[src/rtl/boid_pkg.sv]
// Package with the shared types and constants of the BER object identifier decoder.
`default_nettype none

package boid_pkg;

    localparam int CNT_W    = 8;
    localparam int VALUE_W  = 32;
    localparam int INDEX_W  = 7;
    localparam int DIGIT_W  = 7;

    localparam logic [7:0] ARC_SPAN = 8'd40;
    localparam logic [DIGIT_W-1:0] DIGIT_MASK = 7'h7F;
    localparam int CONT_BIT = 7;

    typedef enum logic [1:0] {
        ERR_NONE     = 2'd0,
        ERR_OVERFLOW = 2'd1,
        ERR_CAPACITY = 2'd2
    } err_t;

    typedef struct packed {
        logic [VALUE_W-1:0] value;
        logic [INDEX_W-1:0] index;
        logic               last;
        err_t               err;
    } result_t;

    typedef struct packed {
        logic [VALUE_W-1:0] acc;
        logic               first;
        logic [CNT_W-1:0]   count;
        logic               ovf;
    } state_t;

endpackage

`default_nettype wire

[src/rtl/boid_step.sv]
// Combinational step of the decoder: next state and up to two results for one octet.
`default_nettype none

module boid_step #(
    parameter int MAX_SUBIDS = 128
) (
    input  var boid_pkg::state_t  state_cur,
    input  wire logic [7:0]       data_byte,
    input  wire logic             last_byte,
    output var boid_pkg::state_t  state_nxt,
    output var boid_pkg::result_t res0,
    output var boid_pkg::result_t res1,
    output logic [1:0]            res_count
);

    localparam logic [boid_pkg::CNT_W-1:0] MAX_CNT = boid_pkg::CNT_W'(MAX_SUBIDS);

    logic [1:0]                   hi_arc;
    logic [7:0]                   lo_arc;
    logic                         ovf_new;
    logic [boid_pkg::VALUE_W-1:0] acc_new;
    logic                         emit;

    always_comb
    begin
        if (data_byte < boid_pkg::ARC_SPAN)
        begin
            hi_arc = 2'd0;
            lo_arc = data_byte;
        end
        else if (data_byte < 8'(2 * boid_pkg::ARC_SPAN))
        begin
            hi_arc = 2'd1;
            lo_arc = 8'(data_byte - boid_pkg::ARC_SPAN);
        end
        else
        begin
            hi_arc = 2'd2;
            lo_arc = 8'(data_byte - 8'(2 * boid_pkg::ARC_SPAN));
        end
    end

    assign ovf_new = state_cur.ovf
                   | (state_cur.acc[boid_pkg::VALUE_W-1 -: boid_pkg::DIGIT_W] != '0);
    assign acc_new = {state_cur.acc[boid_pkg::VALUE_W-boid_pkg::DIGIT_W-1:0],
                      data_byte[boid_pkg::DIGIT_W-1:0] & boid_pkg::DIGIT_MASK};
    assign emit    = last_byte | ~data_byte[boid_pkg::CONT_BIT];

    always_comb
    begin
        state_nxt = state_cur;
        res0      = '0;
        res1      = '0;
        res_count = 2'd0;
        if (state_cur.first)
        begin
            res0.value  = boid_pkg::VALUE_W'(hi_arc);
            res0.err    = boid_pkg::ERR_NONE;
            res1.value  = boid_pkg::VALUE_W'(lo_arc);
            res1.index  = boid_pkg::INDEX_W'(1);
            res1.last   = last_byte;
            res1.err    = boid_pkg::ERR_NONE;
            res_count   = 2'd2;
            state_nxt.acc   = '0;
            state_nxt.ovf   = 1'b0;
            state_nxt.first = last_byte;
            state_nxt.count = last_byte ? '0 : boid_pkg::CNT_W'(2);
        end
        else if (emit)
        begin
            res_count = 2'd1;
            res0.last = last_byte;
            if (state_cur.count >= MAX_CNT)
            begin
                res0.err = boid_pkg::ERR_CAPACITY;
            end
            else
            begin
                res0.value      = acc_new;
                res0.index      = state_cur.count[boid_pkg::INDEX_W-1:0];
                res0.err        = ovf_new ? boid_pkg::ERR_OVERFLOW : boid_pkg::ERR_NONE;
                state_nxt.count = boid_pkg::CNT_W'(state_cur.count + 1'b1);
            end
            state_nxt.acc = '0;
            state_nxt.ovf = 1'b0;
            if (last_byte)
            begin
                state_nxt.first = 1'b1;
                state_nxt.count = '0;
            end
        end
        else
        begin
            state_nxt.acc = acc_new;
            state_nxt.ovf = ovf_new;
        end
    end

endmodule

`default_nettype wire

[src/rtl/ber_oid_decoder.sv]
// Top level of the BER object identifier decoder with a two-entry result queue.
// An octet's results are registered into the queue when it is taken, then offered in order.
// Throughput: one octet per cycle; any octet waits while two results are queued, and an
// identifier's first octet, which gives two results, also waits while one is queued.
// Reset: rst_n clears the decoder state and empties the queue; no result is offered.
`default_nettype none

module ber_oid_decoder #(
    parameter int MAX_SUBIDS = 128
) (
    input  wire logic        clk,
    input  wire logic        rst_n,
    input  wire logic        byte_valid,
    output logic             byte_stall,
    input  wire logic [7:0]  data_byte,
    input  wire logic        last_byte,
    output logic             subid_valid,
    input  wire logic        subid_stall,
    output logic [31:0]      subid_value,
    output logic [6:0]       subid_index,
    output logic             last_subid,
    output logic [1:0]       error_code
);

    boid_pkg::state_t  state_reg;
    boid_pkg::state_t  state_next;
    boid_pkg::state_t  step_state;
    boid_pkg::result_t res0;
    boid_pkg::result_t res1;
    logic [1:0]        res_count;
    boid_pkg::result_t slot_reg  [2];
    boid_pkg::result_t slot_next [2];
    logic [1:0]        cnt_reg;
    logic [1:0]        cnt_next;
    logic [1:0]        cnt_pop;
    logic              take;
    logic              pop;

    boid_step #(
        .MAX_SUBIDS (MAX_SUBIDS)
    ) u_step (
        .state_cur (state_reg),
        .data_byte (data_byte),
        .last_byte (last_byte),
        .state_nxt (step_state),
        .res0      (res0),
        .res1      (res1),
        .res_count (res_count)
    );

    assign byte_stall = (cnt_reg == 2'd2) || ((cnt_reg == 2'd1) && state_reg.first);
    assign take       = byte_valid && !byte_stall;
    assign pop        = subid_valid && !subid_stall;
    assign cnt_pop    = cnt_reg - {1'b0, pop};
    assign state_next = take ? step_state : state_reg;

    always_comb
    begin
        slot_next[0] = pop ? slot_reg[1] : slot_reg[0];
        slot_next[1] = slot_reg[1];
        cnt_next     = cnt_pop;
        if (take)
        begin
            cnt_next = 2'(cnt_pop + res_count);
            if (res_count == 2'd2)
            begin
                slot_next[0] = res0;
                slot_next[1] = res1;
            end
            else if (res_count == 2'd1)
            begin
                if (cnt_pop == 2'd0)
                begin
                    slot_next[0] = res0;
                end
                else
                begin
                    slot_next[1] = res0;
                end
            end
        end
    end

    always_ff @(posedge clk or negedge rst_n)
    begin
        if (!rst_n)
        begin
            state_reg <= '{acc: '0, first: 1'b1, count: '0, ovf: 1'b0};
            cnt_reg   <= 2'd0;
        end
        else
        begin
            state_reg <= state_next;
            cnt_reg   <= cnt_next;
        end
    end

    always_ff @(posedge clk)
    begin
        slot_reg[0] <= slot_next[0];
        slot_reg[1] <= slot_next[1];
    end

    assign subid_valid = (cnt_reg != 2'd0);
    assign subid_value = slot_reg[0].value;
    assign subid_index = slot_reg[0].index;
    assign last_subid  = slot_reg[0].last;
    assign error_code  = slot_reg[0].err;

endmodule

`default_nettype wire

[config.mk]
export PLATFORM = sky130hd
export DESIGN_NAME = ber_oid_decoder
export DESIGN_NICKNAME = d
export VERILOG_FILES = /design/src/rtl/boid_pkg.sv /design/src/rtl/boid_step.sv /design/src/rtl/ber_oid_decoder.sv
export SDC_FILE = /design/constraint.sdc
export NUM_CORES = 1
export LEC_CHECK = 0
export BUFFER_PORTS_ARGS = -buffer_cell sky130_fd_sc_hd__clkbuf_2
export CORE_ASPECT_RATIO = 0.5
export CORE_MARGIN = 4
export CORE_UTILIZATION = 60
export CTS_CLUSTER_SIZE = 14
export DETAILED_ROUTE_END_ITERATION = 7
export GPL_TIMING_DRIVEN = 0
export PLACE_DENSITY = 0.91
export SETUP_SLACK_MARGIN = 0.4
export SLEW_MARGIN = 5
export SYNTH_ARGS = -nofsm -noshare
export SYNTH_HDL_FRONTEND = slang
export SYNTH_SLANG_ARGS = --single-unit
[constraint.sdc]
create_clock -name clk -period 6.16 [get_ports clk]
set_clock_uncertainty 0.15 [all_clocks]
set_input_delay 0.308 -clock clk [delete_from_list [all_inputs] [get_ports clk]]
set_output_delay 0.308 -clock clk [all_outputs]
set_load 0.05 [all_outputs]
==> results.md, run 1 <==
* Routed via count at 4211
* Post-route clock period utilization at 59.81%
* # clock sinks at 128
* Mapped Nets at 501
* Max-cap violations at 0
* Longest Clk Path Bufs at 2
* YS warnings at 0
* Max reg flops at 84
* Drt initial violations at 416
* Leading area contributor after synthesis: edfxtp_1
* WL final at 13880 um
* Die W at 147.5 um
* CP endpoint kind: flop
* Filler cells at 561
* Fin. Hold Viols at 0
* Clk root buf: clkbuf_16
* P&R area growth vs syn at 18.91%
* Post-synthesis xor/xnor area fraction at 0.4504%
* Gp weighted congestion at 0.8842
* Hold Path Class: in2reg
* Total setup buffers inserted after CTS at 0
* H-tree lvl count at 4
* Die Y at 77.73 um
* CORE AREA at 9447 um2
* Vias in the first global route at 4346
* Final setup vio count at 0
* Number of flops mapped to enable cells by yosys at 42
* FP Rows at 25
* Worst path buffer plus inverter count at 4
* Share of the synthesized area in the top cell type at 21.62%
* Post-Synth Adder-Cell Area at 1.716%
* Sequential cell area at 3204 um2
* Pins Over Slew Limit at 0
* Via-to-Cell Ratio at 5.965
* Mapped cell area at 5834 um2
* Initial antenna violation count at 0
* Cell variety after synth at 57
* Largest family of logic cells by synthesized area: compound AO/OA/AOI/OAI gates
* Fin area at 6938 um2
* Overflow after GRT at 0
* Worst path arrival time at 3.65 ns
* Critical Path, Cell by Cell: o21bai_1 > buf_2 > buf_1 > inv_1 > ha_1 > xnor2_1 > nand2_1 > a21oi_1 > nor2_4 > buf_16
* Critical path type: reg2reg
* Seq/Total Area, Yosys at 54.92%
* Outcome: finished, final reports clean
* Setup crit start kind: flop
* Min cycle time layout at 3.685 ns
* Wirelength per Cell at 19.66 um
* Inserted Clock Buffers at 17
* Syn Inst Count at 480
* Routed Antenna Nets at 0
* Crit-path leading delay family: buffers and inverters
* CTS tree: yes
* Antenna cells at 0
* Post-synthesis simple-gate area fraction at 8.728%
* PwrDens at 563.2 nW/um2
* Async SR Flop Fraction at 34.38%
* 1st-pass router iterations at 5
* Required @ worst endpoint at 6.13 ns
* Ratio of cells with drive above 1 in the final layout at 28.37%
* Worst skew pair latency at 0.42 ns
* Synth area leaders: edfxtp_1, dfrtp_1, dfxtp_1, mux2i_1, buf_4
* First-pass GRT wire length at 22260 um
* PortBufs at 55
* Worst hold margin at 0.03667 ns
* RSZ-0062 raised after global routing: false
* # IOs at 57
* Largest net degree at the start of global routing at 45
* Worst Tran Pin Value at 1.121 ns
* Maximum vdd drop at 0.0003582 V
* Dpl cell area at 6314 um2
* Worst Path Max Fanout at 22
* Commonest cells post-synth: dfrtp_1, mux2i_1, dfxtp_1, edfxtp_1, buf_4
* Starting Density at 61.76%
* Die Area at 11460 um2
* Final TNS setup at 0 ns
* CP peak stage delay at 0.67 ns
* Max Clk Rate at 271.4 MHz
* Slowest-stage cell, CP: buf_1
* Final HPWL from detailed placement at 8441 um
* Leak pwr at 3.125 nW
* Slew Limit Headroom at 25.25%
* Compound-Gate Fraction of Synth Area at 17.50%
* Reg clk slew, reported paths at 0.06 ns
* Post_cts resized at 0
* Average cell area after synthesis at 12.15 um2
* Layout Nets at 579
* Area of the multi-input gates at 2106 um2
* Yosys reg bits at 128
* Main synth FF type: dfrtp_1
* DR DRC count at 0
* GR Util All Layers at 25.17%
* Mux contribution to synthesized area at 7.570%
* R2R setup slack at 2.48 ns
-- where the power goes --
part	switching [W]	leakage, nW	internal [W]
Combinational	0.00108	1.47	0.000522
Sequential	0.000139	1.36	0.00117
Clock	0.000351	0.292	0.000647
Total	0.00157	3.12	0.00234
-- cell usage in the layout, fill, tap and decap left out, types with 9 or more instances in the layout --
| cell | count |
|---|---|
| o2bb2ai_1 | 29 |
| dfxtp_1 | 42 |
| dfrtp_1 | 43 |
| nor2_1 | 15 |
| edfxtp_1 | 42 |
| mux2i_1 | 43 |
| o2bb2ai_2 | 10 |
| and2_1 | 29 |
| a21oi_1 | 9 |
| clkbuf_2 | 55 |
| buf_2 | 16 |
| o21ai_0 | 15 |
| clkbuf_16 | 19 |
| clkbuf_1 | 17 |
| inv_1 | 12 |
| nand2_1 | 12 |
| a22o_1 | 33 |
| buf_4 | 41 |
-- timing repair --
item | CTS | global route
endpoints found under the hold margin | 45 | 0
setup endpoints to repair | 0 | 0
hold buffers | 3 | 0
-- final cells by class --
| cell class | instances | area share, % |
|---|---|---|
| Buffer | 73 | 6.961 |
| Clock buffer | 29 | 7.971 |
| Clock inverter | 3 | 0.5951 |
| Inverter | 13 | 0.7033 |
| Multi-Input combinational cell | 266 | 30.35 |
| Sequential cell | 128 | 46.19 |
| Tap cell | 135 | 2.435 |
| Timing Repair Buffer | 59 | 4.797 |
-- cell families (layout without fill, tap and decap cells) --
logic type               count (synthesis)  after routing
adder cells (fa/ha/maj)                  8              8
AND/OR/NAND/NOR                         89             89
multiplexers                            44             44
AO/OA/AOI/OAI                          122            122
flip-flops                             128            128
buffers and inverters                   86            177
XOR/XNOR                                 3              3
-- worst reg2reg max path, cell delays in order, from the launching register on --
cell	delay, ns
dfrtp_1	0.43
o21bai_1	0.16
buf_2	0.27
buf_1	0.67
inv_1	0.11
ha_1	0.23
xnor2_1	0.16
nand2_1	0.21
a21oi_1	0.14
nor2_4	0.59
buf_16	0.25
-- layer usage --
metal / track usage [%] / wire length, um / part of all wire, %
met1: 30.05 / 5686 / 41
met2: 42.02 / 6768 / 49
met3: 7.235 / 963 / 6.9
met4: 12.92 / 463 / 3.3
met5: 0 / 0 / 0
-- final timing paths --
check,startpoint,endpoint,cells past startpoint
hold reg to reg,state_reg[39],state_reg[39],1
setup reg to reg,cnt_reg[1],slot_reg[0][81],10
hold / removal,data_byte[0],state_reg[10],2
setup / recovery,cnt_reg[1],slot_reg[0][81],10
max in group asynchronous,rst_n,state_reg[25],2
min in group asynchronous,rst_n,state_reg[6],2
-- per-stage QoR --
stage / std cells / setup WS [ns] / utilization [%] / power, W
2_1_floorplan: 480 / 1.945 / - / 0.002509
3_3_place_gp: 670 / 0.6096 / 66.46 / 0.002811
3_5_place_dp: 671 / 2.521 / 66.83 / 0.002878
4_1_cts: 706 / 2.480 / 73.44 / 0.003901
5_1_grt: 706 / 2.283 / 73.44 / 0.004063
6_report: 706 / 2.475 / 73.44 / 0.003908
(Power assumes the default switching activity.)
==> run 2, diff against run 1 <==
- CORE_UTILIZATION: 60 -> 53
- PLACE_DENSITY: 0.91 -> 0.85
- clock period: 6.16 -> 3.3 ns (I/O delays scaled with it)
==> run 2 against run 1 <==
  * Total power increased by 96%
  * Largest power group unchanged
  * Register-to-register slack worse by 2.0 ns
  * Non-clock buffer count rose by 11
  * Count of clock-buffer cells in the layout down 7
  * Highest routed layer unchanged
  * Clock power grew 100%
==> results.md, run 2 (synthesized netlist as in run 1, its figures left out) <==
* Critical path type: reg2reg (unchanged)
* P&R area growth vs syn at 22.71% (was 18.91%)
* Maximum vdd drop at 0.0004808 V (was 0.0003582 V)
* Commonest cells after routing, fill and taps aside: clkbuf_2, buf_4, mux2i_1, dfrtp_1 (was clkbuf_2, mux2i_1, dfrtp_1)
* Clk root buf: clkbuf_16 (unchanged)
* Final TNS setup at 0 ns (unchanged)
* Antenna cells at 0 (unchanged)
* Final setup vio count at 0 (unchanged)
* Worst Tran Pin Value at 1.150 ns (was 1.121 ns)
* CP endpoint kind: flop (unchanged)
* Max-cap violations at 0 (unchanged)
* Initial antenna violation count at 0 (unchanged)
* Reg2reg path depth at 10 (unchanged)
* Filler cells at 697 (was 561)
* Max reg flops at 84 (unchanged)
* Reg clk slew, reported paths at 0.05 ns (was 0.06 ns)
* First-pass GRT wire length at 22930 um (was 22260 um)
* PortBufs at 55 (unchanged)
* Fin. Hold Viols at 0 (unchanged)
* Drt initial violations at 481 (was 416)
* Required @ worst endpoint at 3.49 ns (was 6.13 ns)
* Largest net degree at the start of global routing at 45 (unchanged)
* GR Util All Layers at 23.72% (was 25.17%)
* Via-to-Cell Ratio at 5.946 (was 5.965)
* Die Area at 12850 um2 (was 11460 um2)
* Overflow after GRT at 0 (unchanged)
* Longest Clk Path Bufs at 2 (unchanged)
* Min cycle time layout at 2.827 ns (was 3.685 ns)
* Ratio of cells with drive above 1 in the final layout at 30.43% (was 28.37%)
* # clock sinks at 128 (unchanged)
* Slew Limit Headroom at 23.34% (was 25.25%)
* Worst path arrival time at 3.02 ns (was 3.65 ns)
* Inst Count DP at 675 (was 671)
* Gp weighted congestion at 0.8554 (was 0.8842)
* Final HPWL from detailed placement at 8452 um (was 8441 um)
* Leak pwr at 3.206 nW (was 3.125 nW)
* Inserted Clock Buffers at 17 (unchanged)
* # IOs at 57 (unchanged)
* Design Power at 0.007658 W (was 0.003908 W)
* RSZ-0062 raised after global routing: false (unchanged)
* Reg2reg end: slot_reg[0][11] (was slot_reg[0][81])
* Hold endpoint: state_reg[9] (was state_reg[10])
* 1st-pass router iterations at 7 (was 5)
* Layout Nets at 593 (was 579)
* Pins Over Slew Limit at 0 (unchanged)
* Routed via count at 4311 (was 4211)
* R2R setup slack at 0.47 ns (was 2.48 ns)
* Max Clk Rate at 353.7 MHz (was 271.4 MHz)
* CORE AREA at 10480 um2 (was 9447 um2)
* Worst Path Max Fanout at 10 (was 22)
* CTS tree: yes (unchanged)
* Die W at 156.4 um (was 147.5 um)
* WHS Path Cells at 3 (was 2)
* FP Rows at 26 (was 25)
* Hold Path Class: in2reg (unchanged)
* Reg2reg start: cnt_reg[1] (unchanged)
* PwrDens at 1070 nW/um2 (was 563.2 nW/um2)
* DR DRC count at 0 (unchanged)
* Most common cell after layout, fill and taps aside: clkbuf_2 (unchanged)
* Wirelength per Cell at 20.26 um (was 19.66 um)
* Setup crit start kind: flop (unchanged)
* Vias in the first global route at 4307 (was 4346)
* Hold Path Origin: byte_valid (was data_byte[0])
* Layout Cells excl Fill at 725 (was 706)
* Outcome: finished, final reports clean (unchanged)
* Worst skew pair latency at 0.42 ns (about the same)
* Starting Density at 55.70% (was 61.76%)
* Die Y at 82.19 um (was 77.73 um)
* Post-route clock period utilization at 85.66% (was 59.81%)
* H-tree lvl count at 4 (unchanged)
* Routed Antenna Nets at 0 (unchanged)
* WL final at 14690 um (was 13880 um)
==> run 2: layer usage <==
metal / vias up / track usage (%) / share of wire [%]
met5: - / 0 / 0
met4: 0 / 11.69 / 3.0
met3: 46 / 5.830 / 7.6
met2: 254 / 39.49 / 48
met1: 2093 / 29.53 / 41
li1: 1918 / - / -
==> run 2: timing repair <==
item | CTS | global route
gates resized for setup | 6 | 6
pin swaps | 3 | 2
hold buffers | 8 | 0
endpoints found under the setup margin | 54 | 82
endpoints found under the hold margin | 59 | 0
setup buffers | 3 | 4
gates cloned | 3 | 0
==> run 2: critical path, stage by stage (launching register included) <==
cell	delay, ns
dfrtp_1	0.44
o21bai_1	0.16
buf_2	0.25
buf_4	0.27
inv_1	0.07
ha_1	0.22
xnor2_2	0.23
nand3_1	0.19
a21oi_4	0.29
clkbuf_4	0.28
mux2i_1	0.20
==> run 2: report_power, final <==
part / internal, W / leakage (nW) / switching, W / total, W
Clock: 0.00130 / 0.300 / 0.000688 / 0.00199
Sequential: 0.00218 / 1.36 / 0.000265 / 0.00244
Combinational: 0.00109 / 1.55 / 0.00213 / 0.00323
==> run 2: area by class of cell <==
cell class                      instances  area (um2)  area share (%)
Buffer                                 73       494.2           6.903
Clock buffer                           22       464.2           6.484
Clock inverter                         10       158.9           2.219
Inverter                               13       48.80          0.6816
Multi-Input combinational cell        269        2168           30.29
Sequential cell                       128        3204           44.76
Tap cell                              140       175.2           2.447
Timing Repair Buffer                   70       445.4           6.222
==> run 2: worst max path at each step <==
stage                from               to  slack, ns  cells after the start
2_1_floorplan  cnt_reg[1]  slot_reg[0][42]       0.42                      9
3_3_place_gp   cnt_reg[1]  slot_reg[0][73]      -0.18                      9
3_5_place_dp   cnt_reg[1]  slot_reg[0][71]      -0.23                      9
4_1_cts        cnt_reg[1]  slot_reg[0][61]       0.43                     10
5_1_grt        cnt_reg[1]  slot_reg[0][11]       0.38                     10
6_report       cnt_reg[1]  slot_reg[0][11]       0.47                     10
==> run 2: through the flow <==
| step | hold slack, ns | setup slack, ns | instance area, um2 | util [%] |
|---|---|---|---|---|
| 2_1_floorplan | -0.2806 | 0.4205 | 5843 | - |
| 3_3_place_gp | 0.2607 | -0.1814 | 6294 | 60.08 |
| 5_1_grt | 0.05137 | 0.3769 | 7159 | 68.35 |
| 4_1_cts | 0.001358 | 0.4308 | 7092 | 67.70 |
| 3_5_place_dp | 0.2716 | -0.2281 | 6294 | 60.08 |
| 6_report | 0.003740 | 0.4731 | 7159 | 68.35 |
==> run 3, diff against run 2 <==
- CELL_PAD_IN_SITES_DETAIL_PLACEMENT: not set -> 1
- CELL_PAD_IN_SITES_GLOBAL_PLACEMENT: not set -> 1
- CORE_UTILIZATION: 53 -> 43
==> run 3 against run 2 <==
  * Clock power up 10%
  * Sequential cell count unchanged
  * Total power up 5.4%
  * Utilization down 12 points
  * Maximum frequency up 0.15%
  * Cell area up 1.6%
  * Worst setup slack better by 0.0042 ns
  * Sequential share of layout area down 0.69 points
  * Non-clock buffer count up 3
  * Critical path type unchanged
  * Critical endpoint is now slot_reg[0][45]
==> results.md, run 3 (synthesized netlist as in run 1, its figures left out) <==
* Outcome: finished, final reports clean (unchanged)
* Via-to-Cell Ratio at 5.938 (was 5.946)
* Most used cell, CP: buf_2
* CP peak stage delay at 0.51 ns (was 0.44 ns)
* Layout Nets at 596 (was 593)
* Maximum vdd drop at 0.0004097 V (was 0.0004808 V)
* CP startpoint: state_reg[9] (was cnt_reg[1])
* Worst Tran Pin Value at 1.196 ns (was 1.150 ns)
* Crit path to: slot_reg[0][45] (was slot_reg[0][11])
* Reg2reg end: slot_reg[0][45] (was slot_reg[0][11])
* Reg clk slew, reported paths at 0.06 ns (was 0.05 ns)
* Worst path buffer plus inverter count at 5 (was 4)
* Drt initial violations at 424 (was 481)
* Min cycle time layout at 2.823 ns (was 2.827 ns)
* Fin. Hold Viols at 0 (unchanged)
* Wirelength per Cell at 25.15 um (was 20.26 um)
* Most common cell after layout, fill and taps aside: clkbuf_2 (unchanged)
* Ratio of cells with drive above 1 in the final layout at 31.29% (was 30.43%)
* DR DRC count at 0 (unchanged)
* # clock sinks at 128 (unchanged)
* Post-route clock period utilization at 85.54% (was 85.66%)
* Worst skew pair latency at 0.43 ns (was 0.42 ns)
* Crit-path leading delay family: buffers and inverters (unchanged)
* Critical Path, Cell by Cell: buf_2 > nand3b_1 > nand3_2 > buf_2 > buf_2 > buf_2 > nor2_4 > buf_4 (was o21bai_1 > buf_2 > buf_4 > inv_1 > ha_1 > xnor2_2 > nand3_1 > a21oi_4 > clkbuf_4 > mux2i_1)
* PwrDens at 1110 nW/um2 (was 1070 nW/um2)
* 1st-pass router iterations at 5 (was 7)
* Worst Path Max Fanout at 13 (was 10)
* P&R area growth vs syn at 24.64% (was 22.71%)
* PortBufs at 55 (unchanged)
* Initial antenna violation count at 0 (unchanged)
* CP Depth at 8 (was 10)
* CP endpoint kind: flop (unchanged)
* Critical path type: reg2reg (unchanged)
* Routed via count at 4501 (was 4311)
* CTS tree: yes (unchanged)
* Longest Clk Path Bufs at 2 (unchanged)
* # IOs at 57 (unchanged)
* First-pass GRT wire length at 29750 um (was 22930 um)
* Leak pwr at 3.248 nW (was 3.206 nW)
* Die Area at 15610 um2 (was 12850 um2)
* Routed Antenna Nets at 0 (unchanged)
* Reg2reg start: state_reg[9] (was cnt_reg[1])
* Max Clk Rate at 354.3 MHz (was 353.7 MHz)
* Gp weighted congestion at 0.7888 (was 0.8554)
* Largest net degree at the start of global routing at 45 (unchanged)
* Fin area at 7272 um2 (was 7159 um2)
* Vias in the first global route at 4871 (was 4307)
* Reg2reg path depth at 8 (was 10)
* Starting Density at 45.04% (was 55.70%)
* Final HPWL from detailed placement at 9686 um (was 8452 um)
* Hold Path Class: in2reg (unchanged)
* Required @ worst endpoint at 3.34 ns (was 3.49 ns)
* R2R setup slack at 0.48 ns (was 0.47 ns)
* Max reg flops at 84 (unchanged)
* Commonest cells after routing, fill and taps aside: clkbuf_2, buf_4, mux2i_1, dfrtp_1 (unchanged)
* Max-cap violations at 0 (unchanged)
* Overflow after GRT at 0 (unchanged)
* Slowest-stage cell, CP: dfstp_2 (was dfrtp_1)
* Die W at 172.7 um (was 156.4 um)
* FP Rows at 29 (was 26)
* GR Util All Layers at 24.91% (was 23.72%)
* Clk root buf: clkbuf_16 (unchanged)
* CORE AREA at 12950 um2 (was 10480 um2)
* Finished Core Util at 56.14% (was 68.35%)
* RSZ-0062 raised after global routing: true (was false)
* Inserted Clock Buffers at 17 (unchanged)
* Setup crit start kind: flop (unchanged)
* Antenna cells at 0 (unchanged)
* Slew Limit Headroom at 20.26% (was 23.34%)
* Pins Over Slew Limit at 0 (unchanged)
* Dpl cell area at 6331 um2 (was 6294 um2)
* Die Y at 90.37 um (was 82.19 um)
* Worst path arrival time at 2.86 ns (was 3.02 ns)
* WL final at 19060 um (was 14690 um)
* H-tree lvl count at 4 (unchanged)
* Final setup vio count at 0 (unchanged)
==> run 3: worst min path at each step <==
stage	startpoint	endpoint	slack, ns	cells after the start
floorplan	rst_n	cnt_reg[0]	-0.28	0
global placement	rst_n	state_reg[3]	0.27	1
detailed placement	rst_n	state_reg[4]	0.28	1
CTS	byte_valid	state_reg[7]	0.02	4
global route	byte_valid	state_reg[7]	0.04	4
finish	byte_valid	state_reg[7]	0.02	4
==> run 3: tightest hold or removal path: stages <==
cell and delay [ns]:
clkbuf_2 0.11, nand3_1 0.07, or3_1 0.12, o21ai_0 0.09
==> run 3: stage by stage <==
step	setup WS, ns	TNS (ns)	hold slack [ns]	instances	total power, W
4_1_cts	0.4424	0	0.01685	756	0.007878
6_report	0.4772	0	0.01814	758	0.008071
5_1_grt	0.3682	0	0.03751	758	0.008386
3_3_place_gp	-0.2731	-11.35	0.2686	705	0.005298
3_5_place_dp	-0.3697	-15.34	0.2776	705	0.005419
2_1_floorplan	0.4205	0	-0.2806	480	0.004685
==> run 3: area by class of cell <==
class                   instances  area [um2]
flip-flops and latches        128        3204
multi-input cells             269        2168
plain buffers                  73       503.0
inverters                      13       48.80
clock buffers                  17       425.4
clock inverters                15       241.5
fillers                      1324        5682
repair buffers                 73       467.9
well taps                     170       212.7
==> run 3: what timing repair did <==
item | 4_1_cts | 5_1_grt
cloned | 3 | 0
gates resized for setup | 11 | 5
setup buffers | 8 | 2
hold buffers | 8 | 0
endpoints found under the hold margin | 59 | 0
pin swaps | 5 | 1
endpoints found under the setup margin | 82 | 83
==> run 3: report_power, final <==
group | switching, W | leakage, nW | total, W | internal, W
combinational | 0.00227 | 1.57 | 0.00339 | 0.00112
clock | 0.000779 | 0.323 | 0.00219 | 0.00141
sequential | 0.000308 | 1.36 | 0.00249 | 0.00218
==> run 3: metal layers <==
metal / routed length [um] / track usage [%] / vias to the layer above
met4: 725 / 12.08 / 0
met2: 9184 / 41.21 / 221
met5: 0 / 0 / -
li1: - / - / 1924
met1: 7912 / 30.57 / 2293
met3: 1238 / 6.524 / 63
